## src/rtl/cfb_pkg.sv

```systemverilog
// cfb_pkg: shared types, constants and helper functions for the frame builder
// used by cfb_front, cfb_queue, cfb_back and the top level; no dependencies
`timescale 1ns / 1ps

package cfb_pkg;

  localparam int LEN_W  = 14;
  localparam int BYTE_W = 8;
  localparam int CRC_W  = 16;
  localparam int FRAC_W = 28;

  localparam int QDEPTH = 4;
  localparam int QPTR_W = $clog2(QDEPTH);
  localparam int QCNT_W = $clog2(QDEPTH + 1);

  localparam logic [CRC_W-1:0]  CRC_INIT    = 16'hFFFF;
  localparam logic [CRC_W-1:0]  CRC_POLY    = 16'hA001;
  localparam logic [LEN_W-1:0]  MAX_LEN_RST = 14'd950;
  localparam logic [LEN_W-1:0]  LEN_WRAP    = 14'd10000;
  // ceil(2^24 / 1000): fixed-point thousands fraction for digit extraction
  localparam logic [FRAC_W-1:0] DEC_RECIP   = 28'd16778;

  localparam logic [BYTE_W-1:0] CH_HASH = 8'h23;
  localparam logic [BYTE_W-1:0] CH_ZERO = 8'h30;
  localparam logic [BYTE_W-1:0] CH_A    = 8'h41;
  localparam logic [BYTE_W-1:0] CH_CR   = 8'h0D;
  localparam logic [BYTE_W-1:0] CH_LF   = 8'h0A;

  // one unit of work handed from the front to the back
  typedef struct packed {
    logic                 is_start;
    logic                 fin;
    logic                 ok;
    logic [BYTE_W-1:0]    data;
    logic [FRAC_W-1:0]    frac;
    logic [CRC_W-1:0]     crc;
  } cfb_job_t;

  function automatic logic [CRC_W-1:0] crc_fold(input logic [CRC_W-1:0] crc,
                                                 input logic [BYTE_W-1:0] b);
    logic [CRC_W-1:0] c;
    c = {8'h00, crc[15:8]} ^ {8'h00, b};
    for (int i = 0; i < 8; i++) begin
      c = c[0] ? ((c >> 1) ^ CRC_POLY) : (c >> 1);
    end
    return c;
  endfunction

  function automatic logic [BYTE_W-1:0] hex_digit(input logic [3:0] nib);
    logic [BYTE_W-1:0] r;
    if (nib < 4'd10) begin
      r = CH_ZERO + {4'h0, nib};
    end else begin
      r = CH_A + {4'h0, nib} - 8'd10;
    end
    return r;
  endfunction

endpackage

```

## src/rtl/cfb_queue.sv

```systemverilog
// cfb_queue: short job queue between the front and the back
// depends on cfb_pkg for the job type and depth
`timescale 1ns / 1ps

module cfb_queue (
  input  logic              clk,
  input  logic              rst_n,
  input  logic              push,
  input  cfb_pkg::cfb_job_t push_job,
  output logic              full,
  input  logic              pop,
  output cfb_pkg::cfb_job_t head,
  output logic              empty
);
  import cfb_pkg::*;

  cfb_job_t          mem_r [QDEPTH];
  logic [QPTR_W-1:0] wr_ptr_r, wr_ptr_nxt;
  logic [QPTR_W-1:0] rd_ptr_r, rd_ptr_nxt;
  logic [QCNT_W-1:0] cnt_r, cnt_nxt;

  assign full  = (cnt_r == QCNT_W'(QDEPTH));
  assign empty = (cnt_r == '0);
  assign head  = mem_r[rd_ptr_r];

  always_comb begin
    wr_ptr_nxt = push ? wr_ptr_r + 1'b1 : wr_ptr_r;
    rd_ptr_nxt = pop ? rd_ptr_r + 1'b1 : rd_ptr_r;
    cnt_nxt    = cnt_r;
    if (push && !pop) begin
      cnt_nxt = cnt_r + 1'b1;
    end else if (pop && !push) begin
      cnt_nxt = cnt_r - 1'b1;
    end
  end

  always_ff @(posedge clk) begin
    if (push) begin
      mem_r[wr_ptr_r] <= push_job;
    end
  end

  always_ff @(posedge clk) begin
    if (!rst_n) begin
      wr_ptr_r <= '0;
      rd_ptr_r <= '0;
      cnt_r    <= '0;
    end else begin
      wr_ptr_r <= wr_ptr_nxt;
      rd_ptr_r <= rd_ptr_nxt;
      cnt_r    <= cnt_nxt;
    end
  end

endmodule

```

## src/rtl/cfb_front.sv

```systemverilog
// cfb_front: takes requests, tracks the open frame and the running crc,
// and turns each request into a job for the back; depends on cfb_pkg
`timescale 1ns / 1ps

module cfb_front (
  input  logic                      clk,
  input  logic                      rst_n,
  input  logic                      in_push,
  input  logic                      in_cmd,
  input  logic [cfb_pkg::LEN_W-1:0] in_payload_length,
  input  logic [cfb_pkg::BYTE_W-1:0] in_data_byte,
  input  logic                      cfg_we,
  input  logic [cfb_pkg::LEN_W-1:0] cfg_max_length,
  input  logic                      q_full,
  output logic                      q_push,
  output cfb_pkg::cfb_job_t         q_job
);
  import cfb_pkg::*;

  logic [LEN_W-1:0] max_len_r;
  logic [CRC_W-1:0] crc_r, crc_nxt;
  logic [LEN_W-1:0] rem_r, rem_nxt;
  logic             open_r, open_nxt;
  logic             ok_r, ok_nxt;

  logic             accept;
  logic             data_live;
  logic [LEN_W-1:0] shown;
  logic [CRC_W-1:0] crc_folded;
  logic             len_ok;

  always_comb begin
    accept     = in_push && !q_full;
    data_live  = open_r && (rem_r != '0);
    shown      = (in_payload_length >= LEN_WRAP) ? in_payload_length - LEN_WRAP
                                                 : in_payload_length;
    crc_folded = crc_fold(crc_r, in_data_byte);
    len_ok     = (in_payload_length <= max_len_r);

    q_job = '0;
    if (!in_cmd) begin
      q_job.is_start = 1'b1;
      q_job.fin      = (in_payload_length == '0);
      q_job.ok       = len_ok;
      q_job.frac     = FRAC_W'(shown) * DEC_RECIP;
      q_job.crc      = CRC_INIT;
    end else begin
      q_job.fin      = (rem_r == LEN_W'(1));
      q_job.ok       = ok_r;
      q_job.data     = in_data_byte;
      q_job.crc      = crc_folded;
    end
    // data outside an open frame is taken and dropped
    q_push = accept && (!in_cmd || data_live);

    crc_nxt  = crc_r;
    rem_nxt  = rem_r;
    open_nxt = open_r;
    ok_nxt   = ok_r;
    if (accept && !in_cmd) begin
      crc_nxt  = CRC_INIT;
      rem_nxt  = in_payload_length;
      open_nxt = (in_payload_length != '0);
      ok_nxt   = len_ok;
    end else if (accept && data_live) begin
      crc_nxt  = crc_folded;
      rem_nxt  = rem_r - 1'b1;
      open_nxt = (rem_r != LEN_W'(1));
    end
  end

  always_ff @(posedge clk) begin
    if (!rst_n) begin
      max_len_r <= MAX_LEN_RST;
      crc_r     <= CRC_INIT;
      rem_r     <= '0;
      open_r    <= 1'b0;
      ok_r      <= 1'b0;
    end else begin
      if (cfg_we) begin
        max_len_r <= cfg_max_length;
      end
      crc_r  <= crc_nxt;
      rem_r  <= rem_nxt;
      open_r <= open_nxt;
      ok_r   <= ok_nxt;
    end
  end

endmodule

```

## src/rtl/cfb_back.sv

```systemverilog
// cfb_back: walks each job through its byte sequence into the result register,
// one byte a cycle while out_pop does not stall it; depends on cfb_pkg
`timescale 1ns / 1ps

module cfb_back (
  input  logic                       clk,
  input  logic                       rst_n,
  input  logic                       q_empty,
  input  cfb_pkg::cfb_job_t          q_head,
  output logic                       q_pop,
  output logic                       out_empty,
  input  logic                       out_pop,
  output logic [cfb_pkg::BYTE_W-1:0] out_byte,
  output logic                       out_last,
  output logic                       out_ok
);
  import cfb_pkg::*;

  localparam int STEP_W = 4;
  localparam logic [STEP_W-1:0] ST_HASH_A    = 4'd0;
  localparam logic [STEP_W-1:0] ST_HASH_B    = 4'd1;
  localparam logic [STEP_W-1:0] ST_DIG_FIRST = 4'd2;
  localparam logic [STEP_W-1:0] ST_DIG_LAST  = 4'd5;
  localparam logic [STEP_W-1:0] ST_DATA      = 4'd6;
  localparam logic [STEP_W-1:0] ST_HEX_0     = 4'd7;
  localparam logic [STEP_W-1:0] ST_HEX_1     = 4'd8;
  localparam logic [STEP_W-1:0] ST_HEX_2     = 4'd9;
  localparam logic [STEP_W-1:0] ST_HEX_3     = 4'd10;
  localparam logic [STEP_W-1:0] ST_CR        = 4'd11;
  localparam logic [STEP_W-1:0] ST_LF        = 4'd12;

  logic              busy_r, busy_nxt;
  logic [STEP_W-1:0] step_r, step_nxt;
  logic [FRAC_W-1:0] frac_r, frac_nxt;
  logic [CRC_W-1:0]  crc_r, crc_nxt;
  logic [BYTE_W-1:0] data_r, data_nxt;
  logic              fin_r, fin_nxt;
  logic              ok_r, ok_nxt;

  logic              out_valid_r;
  logic [BYTE_W-1:0] out_byte_r;
  logic              out_last_r;
  logic              out_ok_r;

  logic              out_ready;
  logic              emit;
  logic              done;
  logic              load;
  logic [BYTE_W-1:0] cur_byte;

  always_comb begin
    out_ready = !out_valid_r || out_pop;
    emit      = busy_r && out_ready;
    done      = (step_r == ST_LF) ||
                (((step_r == ST_DIG_LAST) || (step_r == ST_DATA)) && !fin_r);
    load      = !q_empty && (!busy_r || (emit && done));
    q_pop     = load;

    case (step_r)
      ST_HASH_A, ST_HASH_B: cur_byte = CH_HASH;
      ST_DATA:              cur_byte = data_r;
      ST_HEX_0:             cur_byte = hex_digit(crc_r[15:12]);
      ST_HEX_1:             cur_byte = hex_digit(crc_r[11:8]);
      ST_HEX_2:             cur_byte = hex_digit(crc_r[7:4]);
      ST_HEX_3:             cur_byte = hex_digit(crc_r[3:0]);
      ST_CR:                cur_byte = CH_CR;
      ST_LF:                cur_byte = CH_LF;
      default: begin
        // decimal digits: integer part of the scaled fraction
        if (step_r inside {[ST_DIG_FIRST:ST_DIG_LAST]}) begin
          cur_byte = CH_ZERO + {4'h0, frac_r[27:24]};
        end else begin
          cur_byte = '0;
        end
      end
    endcase

    busy_nxt = busy_r;
    step_nxt = step_r;
    frac_nxt = frac_r;
    crc_nxt  = crc_r;
    data_nxt = data_r;
    fin_nxt  = fin_r;
    ok_nxt   = ok_r;
    if (load) begin
      busy_nxt = 1'b1;
      step_nxt = q_head.is_start ? ST_HASH_A : ST_DATA;
      frac_nxt = q_head.frac;
      crc_nxt  = q_head.crc;
      data_nxt = q_head.data;
      fin_nxt  = q_head.fin;
      ok_nxt   = q_head.ok;
    end else if (emit) begin
      if (done) begin
        busy_nxt = 1'b0;
      end
      // the last length digit skips the data slot
      step_nxt = (step_r == ST_DIG_LAST) ? ST_HEX_0 : step_r + 1'b1;
      if (step_r inside {[ST_DIG_FIRST:ST_DIG_LAST]}) begin
        frac_nxt = FRAC_W'({frac_r[23:0], 3'b000}) + FRAC_W'({frac_r[23:0], 1'b0});
      end
    end
  end

  always_ff @(posedge clk) begin
    step_r <= step_nxt;
    frac_r <= frac_nxt;
    crc_r  <= crc_nxt;
    data_r <= data_nxt;
    fin_r  <= fin_nxt;
    ok_r   <= ok_nxt;
    if (emit) begin
      out_byte_r <= cur_byte;
      out_last_r <= (step_r == ST_LF);
      out_ok_r   <= ok_r;
    end
  end

  always_ff @(posedge clk) begin
    if (!rst_n) begin
      busy_r      <= 1'b0;
      out_valid_r <= 1'b0;
    end else begin
      busy_r <= busy_nxt;
      if (out_ready) begin
        out_valid_r <= emit;
      end
    end
  end

  assign out_empty = !out_valid_r;
  assign out_byte  = out_byte_r;
  assign out_last  = out_last_r;
  assign out_ok    = out_ok_r;

endmodule

```

## src/rtl/cloud_frame_builder_crc16_top.sv

```systemverilog
// cloud_frame_builder_crc16_top: frame builder with running crc16 trailer
// depends on cfb_pkg, cfb_front, cfb_queue and cfb_back
//
//   channel   handshake         payload
//   in        in_push / in_full in_cmd, in_payload_length, in_data_byte
//   out       out_pop / out_empty out_byte, out_last, out_ok
//   cfg       cfg_we            cfg_max_length
//
// a request is taken every cycle while the job queue (4 deep) has room;
// each request yields 0 to 12 bytes, and the back end emits one byte a
// cycle unless out_pop stalls, so sustained output is one byte per cycle.
// a request's first byte passes the queue, job registers and result register.
// reset is synchronous and active low, with no clearing pass.
// a stalled out_pop holds the result register and backs up through the queue.
`timescale 1ns / 1ps

module cloud_frame_builder_crc16_top (
  input  logic                        clk,
  input  logic                        rst_n,
  input  logic                        in_push,
  output logic                        in_full,
  input  logic                        in_cmd,
  input  logic [cfb_pkg::LEN_W-1:0]   in_payload_length,
  input  logic [cfb_pkg::BYTE_W-1:0]  in_data_byte,
  output logic                        out_empty,
  input  logic                        out_pop,
  output logic [cfb_pkg::BYTE_W-1:0]  out_byte,
  output logic                        out_last,
  output logic                        out_ok,
  input  logic                        cfg_we,
  input  logic [cfb_pkg::LEN_W-1:0]   cfg_max_length
);
  import cfb_pkg::*;

  logic     q_push;
  logic     q_full;
  logic     q_pop;
  logic     q_empty;
  cfb_job_t q_job;
  cfb_job_t q_head;

  assign in_full = q_full;

  cfb_front u_front (
    .clk               (clk),
    .rst_n             (rst_n),
    .in_push           (in_push),
    .in_cmd            (in_cmd),
    .in_payload_length (in_payload_length),
    .in_data_byte      (in_data_byte),
    .cfg_we            (cfg_we),
    .cfg_max_length    (cfg_max_length),
    .q_full            (q_full),
    .q_push            (q_push),
    .q_job             (q_job)
  );

  cfb_queue u_queue (
    .clk      (clk),
    .rst_n    (rst_n),
    .push     (q_push),
    .push_job (q_job),
    .full     (q_full),
    .pop      (q_pop),
    .head     (q_head),
    .empty    (q_empty)
  );

  cfb_back u_back (
    .clk       (clk),
    .rst_n     (rst_n),
    .q_empty   (q_empty),
    .q_head    (q_head),
    .q_pop     (q_pop),
    .out_empty (out_empty),
    .out_pop   (out_pop),
    .out_byte  (out_byte),
    .out_last  (out_last),
    .out_ok    (out_ok)
  );

  a_no_push_when_full: assert property (@(posedge clk) disable iff (!rst_n)
    q_push |-> !q_full)
    else $error("job pushed into a full queue");

  a_no_pop_when_empty: assert property (@(posedge clk) disable iff (!rst_n)
    q_pop |-> !q_empty)
    else $error("job popped from an empty queue");

  a_last_is_lf: assert property (@(posedge clk) disable iff (!rst_n)
    (out_last && !out_empty) |-> (out_byte == CH_LF))
    else $error("last byte of a frame is not LF");

  a_start_makes_job: assert property (@(posedge clk) disable iff (!rst_n)
    (in_push && !in_full && !in_cmd) |-> q_push)
    else $error("start request produced no job");

endmodule

```

## config.mk

```make
export PLATFORM = sky130hd
export DESIGN_NAME = cloud_frame_builder_crc16_top
export DESIGN_NICKNAME = d
export VERILOG_FILES = /design/src/rtl/cfb_pkg.sv /design/src/rtl/cfb_queue.sv /design/src/rtl/cfb_front.sv /design/src/rtl/cfb_back.sv /design/src/rtl/cloud_frame_builder_crc16_top.sv
export SDC_FILE = /design/constraint.sdc
export NUM_CORES = 1
export LEC_CHECK = 0
export ABC_CLOCK_PERIOD_IN_PS = 6500
export BUFFER_PORTS_ARGS = -buffer_cell sky130_fd_sc_hd__buf_2
export CORE_AREA = 2 2 173 175
export CTS_BUF_LIST = sky130_fd_sc_hd__clkbuf_4
export DETAILED_ROUTE_END_ITERATION = 10
export DIE_AREA = 0 0 175 177
export MAX_ROUTING_LAYER = met4
export PLACE_DENSITY = 0.78
export SYNTH_ARGS = -nofsm -noshare
export SYNTH_HDL_FRONTEND = slang
export SYNTH_SLANG_ARGS = --single-unit
```

## constraint.sdc

```tcl
create_clock -name clk -period 6.5 [get_ports clk]
set_input_delay 0.325 -clock clk [delete_from_list [all_inputs] [get_ports clk]]
set_output_delay 0.325 -clock clk [all_outputs]
set_load 0.05 [all_outputs]
```

# After elaboration in Yosys (flattened, before gate mapping)
# Memories as Yosys holds them, arrays and structs flattened. A register that Yosys moved wholly into a read port is not among the register bits.
# Cells that the tools add are included.
[word_totals] reg_bits=123 mem_bits_rw=220 memories=1
[memory_table] memory="u_queue.mem_r" depth=4 width=55 rd=1 rd_ports_with_merged_regs=1 wr=1 line="cfb_queue.sv:17" rtl="cfb_job_t mem_r [QDEPTH];"
[op_classes] n_mux=40 n_eq_ne=12 n_lt_le_gt_ge=8 multipliers=1 n_bitwise=10 n_reduce_logical=39 add_sub_neg=21
[ops] op="$mux 16" n=9
[ops] op="$mux 28" n=4
[ops] op="$pmux 8 s8" n=1
[ops] op="$mux 8" n=6
[ops] op="$mux 14" n=3
[ops] op="$add 6x4->7 const A" n=5
[ops] op="$add 7x4->8 const A" n=4
[ops] op="$sub 8x4->8 const B" n=4
[ops] op="$add 27x25->28" n=1
[ops] op="$reduce_bool 14->1" n=2
[ops] op="$mul 14x14->27 const B" n=1
[ops] op="$not 2->3" n=8
[ops] op="$eq 4x4->1 const B" n=5
[ops] op="$lt 4x4->1 const B" n=4
[ops] op="$eq 14x1->1 const B" n=1
[ops] op="$ge 14x14->1 const B" n=1
[ops] op="$le 14x14->1" n=1
[ops] op="$logic_not 14->1" n=1
[ops] op="$ne 14x1->1 const B" n=1
[ops] op="$sub 14x1->14 const B" n=1
[ops] op="$sub 14x14->14 const B" n=1
[ops] op="$eq 4x3->1 const B" n=3
[ops] op="$logic_and 1x1->1" n=12
[ops] op="$mux 4" n=3
[ops] op="20 further kinds" n=49

# Logic depth before layout (Yosys ltp)
[logic_depth] ltp_word=18 ltp_mapped=25 ltp_nobuf=24

# Modules after synthesis
# A second synthesis with hierarchy kept.
[unflattened] cells_unflattened=1506 hier_area_um2=18656.6
[by_module_without_submodules] mod="cfb_queue" cells_per_inst=330 n_inst=1 area_each_um2=8450.6 seq_area_each_um2=6786.5
[by_module_without_submodules] mod="cfb_front" cells_per_inst=697 n_inst=1 area_each_um2=5627.9 seq_area_each_um2=760.7
[by_module_without_submodules] mod="cfb_back" cells_per_inst=479 n_inst=1 area_each_um2=4578.1 seq_area_each_um2=2082.0

# Worst setup path after synthesis
# Ideal clock, no wire load.
[synth_timing] path_kind="input-to-reg" start="input port in_payload_length[5] (netlist bit)" end="memory u_queue.mem_r[0][41] (netlist bit), data pin" t_required_ns=6.228 arrival_ns=5.985 cell_stages=24 setup_ns=0.272 slack_ns=0.243 path_cell_list="inv_1 ha_1 nor3b_1 a21oi_1 o31ai_1 nor4_1 xor2_1 ha_1 ha_1 ha_1 inv_1 fa_1 inv_1 fa_1 ha_1 ha_1 clkbuf_1 a21oi_1 o21a_1 nor2_1 a2111oi_0 a21oi_1 a21o_1 a311o_1"
[synth_lines] item="start, declared" line="cloud_frame_builder_crc16_top.sv:23" rtl="input logic [cfb_pkg::LEN_W-1:0] in_payload_length,"
[synth_lines] item="end, declared" line="cfb_queue.sv:17"

==> out/results.ini <==
[status]
status=completed

[synth]
avgSynthCellArea_um2=12.1
synth_top_family_by_area=adder cells
synth-async-reset-ratio_pct=0
synth-simple-area-share_pct=10.2
syn_inst=1397
synth_compound_area_share_pct=10.2
synth-main-ff-cell=edfxtp_1
synth-seq-cells=303
synth_warnings=0
ys_seq_area_share_pct=50.8
syn_area_mm2=0.0169
muxShareOfSynthArea_pct=7.23
syn_nets=1616
synth_edf_count=254
synth_fa_ha_area_share_pct=14.1
yosysUniqueCellTypes=76
synth_xor_area_share_pct=3.78

[clock_network]
htree_num_levels=3
cts_tree=done
cts.sinks=303
cts.reportedPaths.clkPinSlew_ns=0.08
cts_inserted_buffers=77
clk_latency_ns=0.72
clk_root_buffer_cell=clkbuf_4
cts_buffer_depth=3

[critical_path]
critPathLaunchType=input pin
cp_common_cell=ha_1
cp.arrival_ns=6.63
end_kind=register
cp_max_fo=6
crit_required_ns=6.90
path_class=input pin to register
cpPeakStageDelay_ns=0.55
cp_slowest_cell=fa_1
reg2reg_depth=7

[global_route]
grt_max_degree=54
antenna_found_initial=1
grt_pass1_vias=12135
grt.total_usage_pct=25.7
grt_pass1_wl_um=60600
grt_overflow=0

[routing]
post_drt_wl_per_cell_um=18.9
drc=0
firstDrtPassIters=7
vias=11827
drt_wl_total_um=37700
ant_nets=0
drt_iter0_markers=1010
vias_per_cell=5.94

[sta]
rsz0062_at_grt=false
finClkSkew_ns=0.0682
min_period_over_period_pct=96.0
hold_viol_final=0
final.setup.tns_ns=0
worstMarginPinSlew_ns=1.13
slew_headroom_pct=22.5
fin_crit_ns=6.24
hold_ws_ns=0.0459
setup_viol=0
max_freq_mhz=160
maxSlewViolCount=0

[cells_and_area]
synthToLayoutAreaGrowth_pct=12.6
nNetsFinal=1763
drive_gt1_share_pct=17.4

[placement]
dp_hpwl_um=24600
gp_congestion=0.938
port_buffers=53

[power_and_ir_drop]
peakVddDrop_v=0.000295
power_frac_seq_pct=34.8
switchingPower_mw=3.57
swShare_pct=40.1
p_clk_share_pct=18.6
power_density_mw_per_mm2=468
p_int_mw=5.35
pwr-share-comb_pct=46.6
p_leak_nw=7.63

[floorplanning]
dieArea_mm2=0.0310
fp.dieH_um=177
io_pins=54
start_util_pct=57.9
core_mm2=0.0292
die_w_um=175
row_count=63

[worst_hold_path]
hold_path.class=input pin to register
min_path_cells=2

[job]
maxCapViolCount=0

final timing paths:
kind / start / endpoint / slack [ns]
setup / recovery: in_payload_length[4] / u_queue.mem_r[0][41]$_DFFE_PP_ / 0.26
hold / removal: in_data_byte[3] / u_queue.mem_r[0][47]$_DFFE_PP_ / 0.05
setup reg to reg: u_queue.cnt_r[1]$_SDFFE_PN0P_ / u_queue.mem_r[1][30]$_DFFE_PP_ / 3.23
hold reg to reg: u_front.rem_r[6]$_SDFFE_PN0P_ / u_front.rem_r[6]$_SDFFE_PN0P_ / 0.47
cell type report:
type | count | area (um^2)
Fill cell | 2119 | 10200
Sequential cell | 303 | 8610
Multi-Input combinational cell | 936 | 7730
Clock buffer | 112 | 841
Timing Repair Buffer | 110 | 783
Tap cell | 390 | 488
Inverter | 116 | 438
Clock inverter | 23 | 165
Antenna cell | 1 | 2.50
Yosys cell counts (all sizes together) (8+ instances only):
| cell | count | area [um^2] |
|---|---|---|
| nor4 | 8 | 50.1 |
| nand2 | 111 | 424 |
| a21o | 18 | 135 |
| and3 | 11 | 68.8 |
| a21oi | 83 | 415 |
| mux4 | 48 | 1080 |
| ha | 153 | 1910 |
| o211ai | 25 | 188 |
| and2 | 18 | 118 |
| edfxtp | 254 | 7630 |
| nor2b | 16 | 100 |
| nor3 | 23 | 115 |
| xor2 | 25 | 219 |
| buf | 13 | 62.6 |
| inv | 116 | 438 |
| dfxtp | 49 | 981 |
| clkbuf | 29 | 109 |
| nand3 | 25 | 125 |
| fa | 24 | 480 |
| nor2 | 102 | 404 |
| o21ai | 55 | 275 |
| a211oi | 15 | 118 |
| mux2i | 11 | 110 |
| nand4 | 14 | 87.6 |
| xnor2 | 48 | 420 |
critical path: cells and delay by family:
kind / cells / cell delay [ns]
AO/OA/AOI/OAI: 8 / 1.64
XOR/XNOR: 1 / 0.31
adder cells (fa/ha/maj): 8 / 2.81
buffers and inverters: 6 / 1.07
AND/OR/NAND/NOR: 3 / 0.46
routing by layer:
| layer | up-vias | GRT usage, % | share of wire, % |
|---|---|---|---|
| met1 | 5707 | 31.7 | 41 |
| met2 | 484 | 42.0 | 49 |
| met5 | - | - | 0 |
| met3 | 104 | 5.24 | 6.7 |
| li1 | 5532 | - | - |
| met4 | 0 | 10.2 | 3.0 |
per-stage QoR:
| step | power [mW] | util, % | instance area [um^2] | worst slack [ns] | instances |
|---|---|---|---|---|---|
| 4_1_cts | 8.90 | 65.1 | 19000 | 0.353 | 1990 |
| 3_5_place_dp | 7.19 | 60.5 | 17700 | 0.170 | 1819 |
| 6_report | 8.92 | 65.2 | 19100 | 0.262 | 1991 |
| 2_1_floorplan | 6.18 | - | 16900 | 0.243 | 1397 |
| 3_3_place_gp | 7.07 | 60.5 | 17700 | 0.288 | 1819 |
| 5_1_grt | 9.57 | 65.2 | 19100 | 0.00586 | 1991 |
flip-flops by register name, indices dropped and copies added, names as in the netlist, named ones only:
| register | cells |
|---|---|
| u_back.busy_r | 1 |
| u_back.crc_r | 11 |
| u_back.data_r | 8 |
| u_back.fin_r | 1 |
| u_back.frac_r | 27 |
| u_back.ok_r | 1 |
| u_back.out_byte | 8 |
| u_back.out_last | 1 |
| u_back.out_ok | 1 |
| u_back.out_valid_r | 1 |
| u_back.step_r | 4 |
| u_front.crc_r | 8 |
| u_front.max_len_r | 14 |
| u_front.ok_r | 1 |
| u_front.open_r | 1 |
| u_front.rem_r | 14 |
| u_queue.cnt_r | 3 |
| u_queue.mem_r | 192 |
| u_queue.rd_ptr_r | 2 |
| u_queue.wr_ptr_r | 2 |
power groups by stage:
stage                     registers (mW)  clock network, mW  logic [mW]
final                               3.11               1.66        4.16
after global routing                3.15               1.79        4.62
after CTS                           3.10               1.68        4.11
after detailed placement            3.14                  0        4.05
after global placement              3.12                  0        3.95
after floorplan                     3.08                  0        3.10
cell families after synthesis:
kind of cell    Yosys count
simple gates            360
fa+ha+maj               177
buf+inv                 158
xor+xnor                 73
mux                      62
compound gates          264
flops                   303
placed cells by master, fill, tap and decap left out, drive strengths merged, types with 36 or more instances in the layout:
cell and count:
mux4 48, nand2 111, o21ai 55, nor2 102, clkbuf 112, dfxtp 49
buf 74, a21oi 83, ha 153, edfxtp 254, dlygate4sd3 36, inv 118
xnor2 48
what timing repair did:
item / 4_1_cts / 5_1_grt
hold endpoints to repair: 52 / 0
hold buffers: 36 / 0
buffers inserted: 0 / 0
setup endpoints to repair: 0 / 12
resized for setup: 0 / 3
Power figures use the tool's default switching activity.
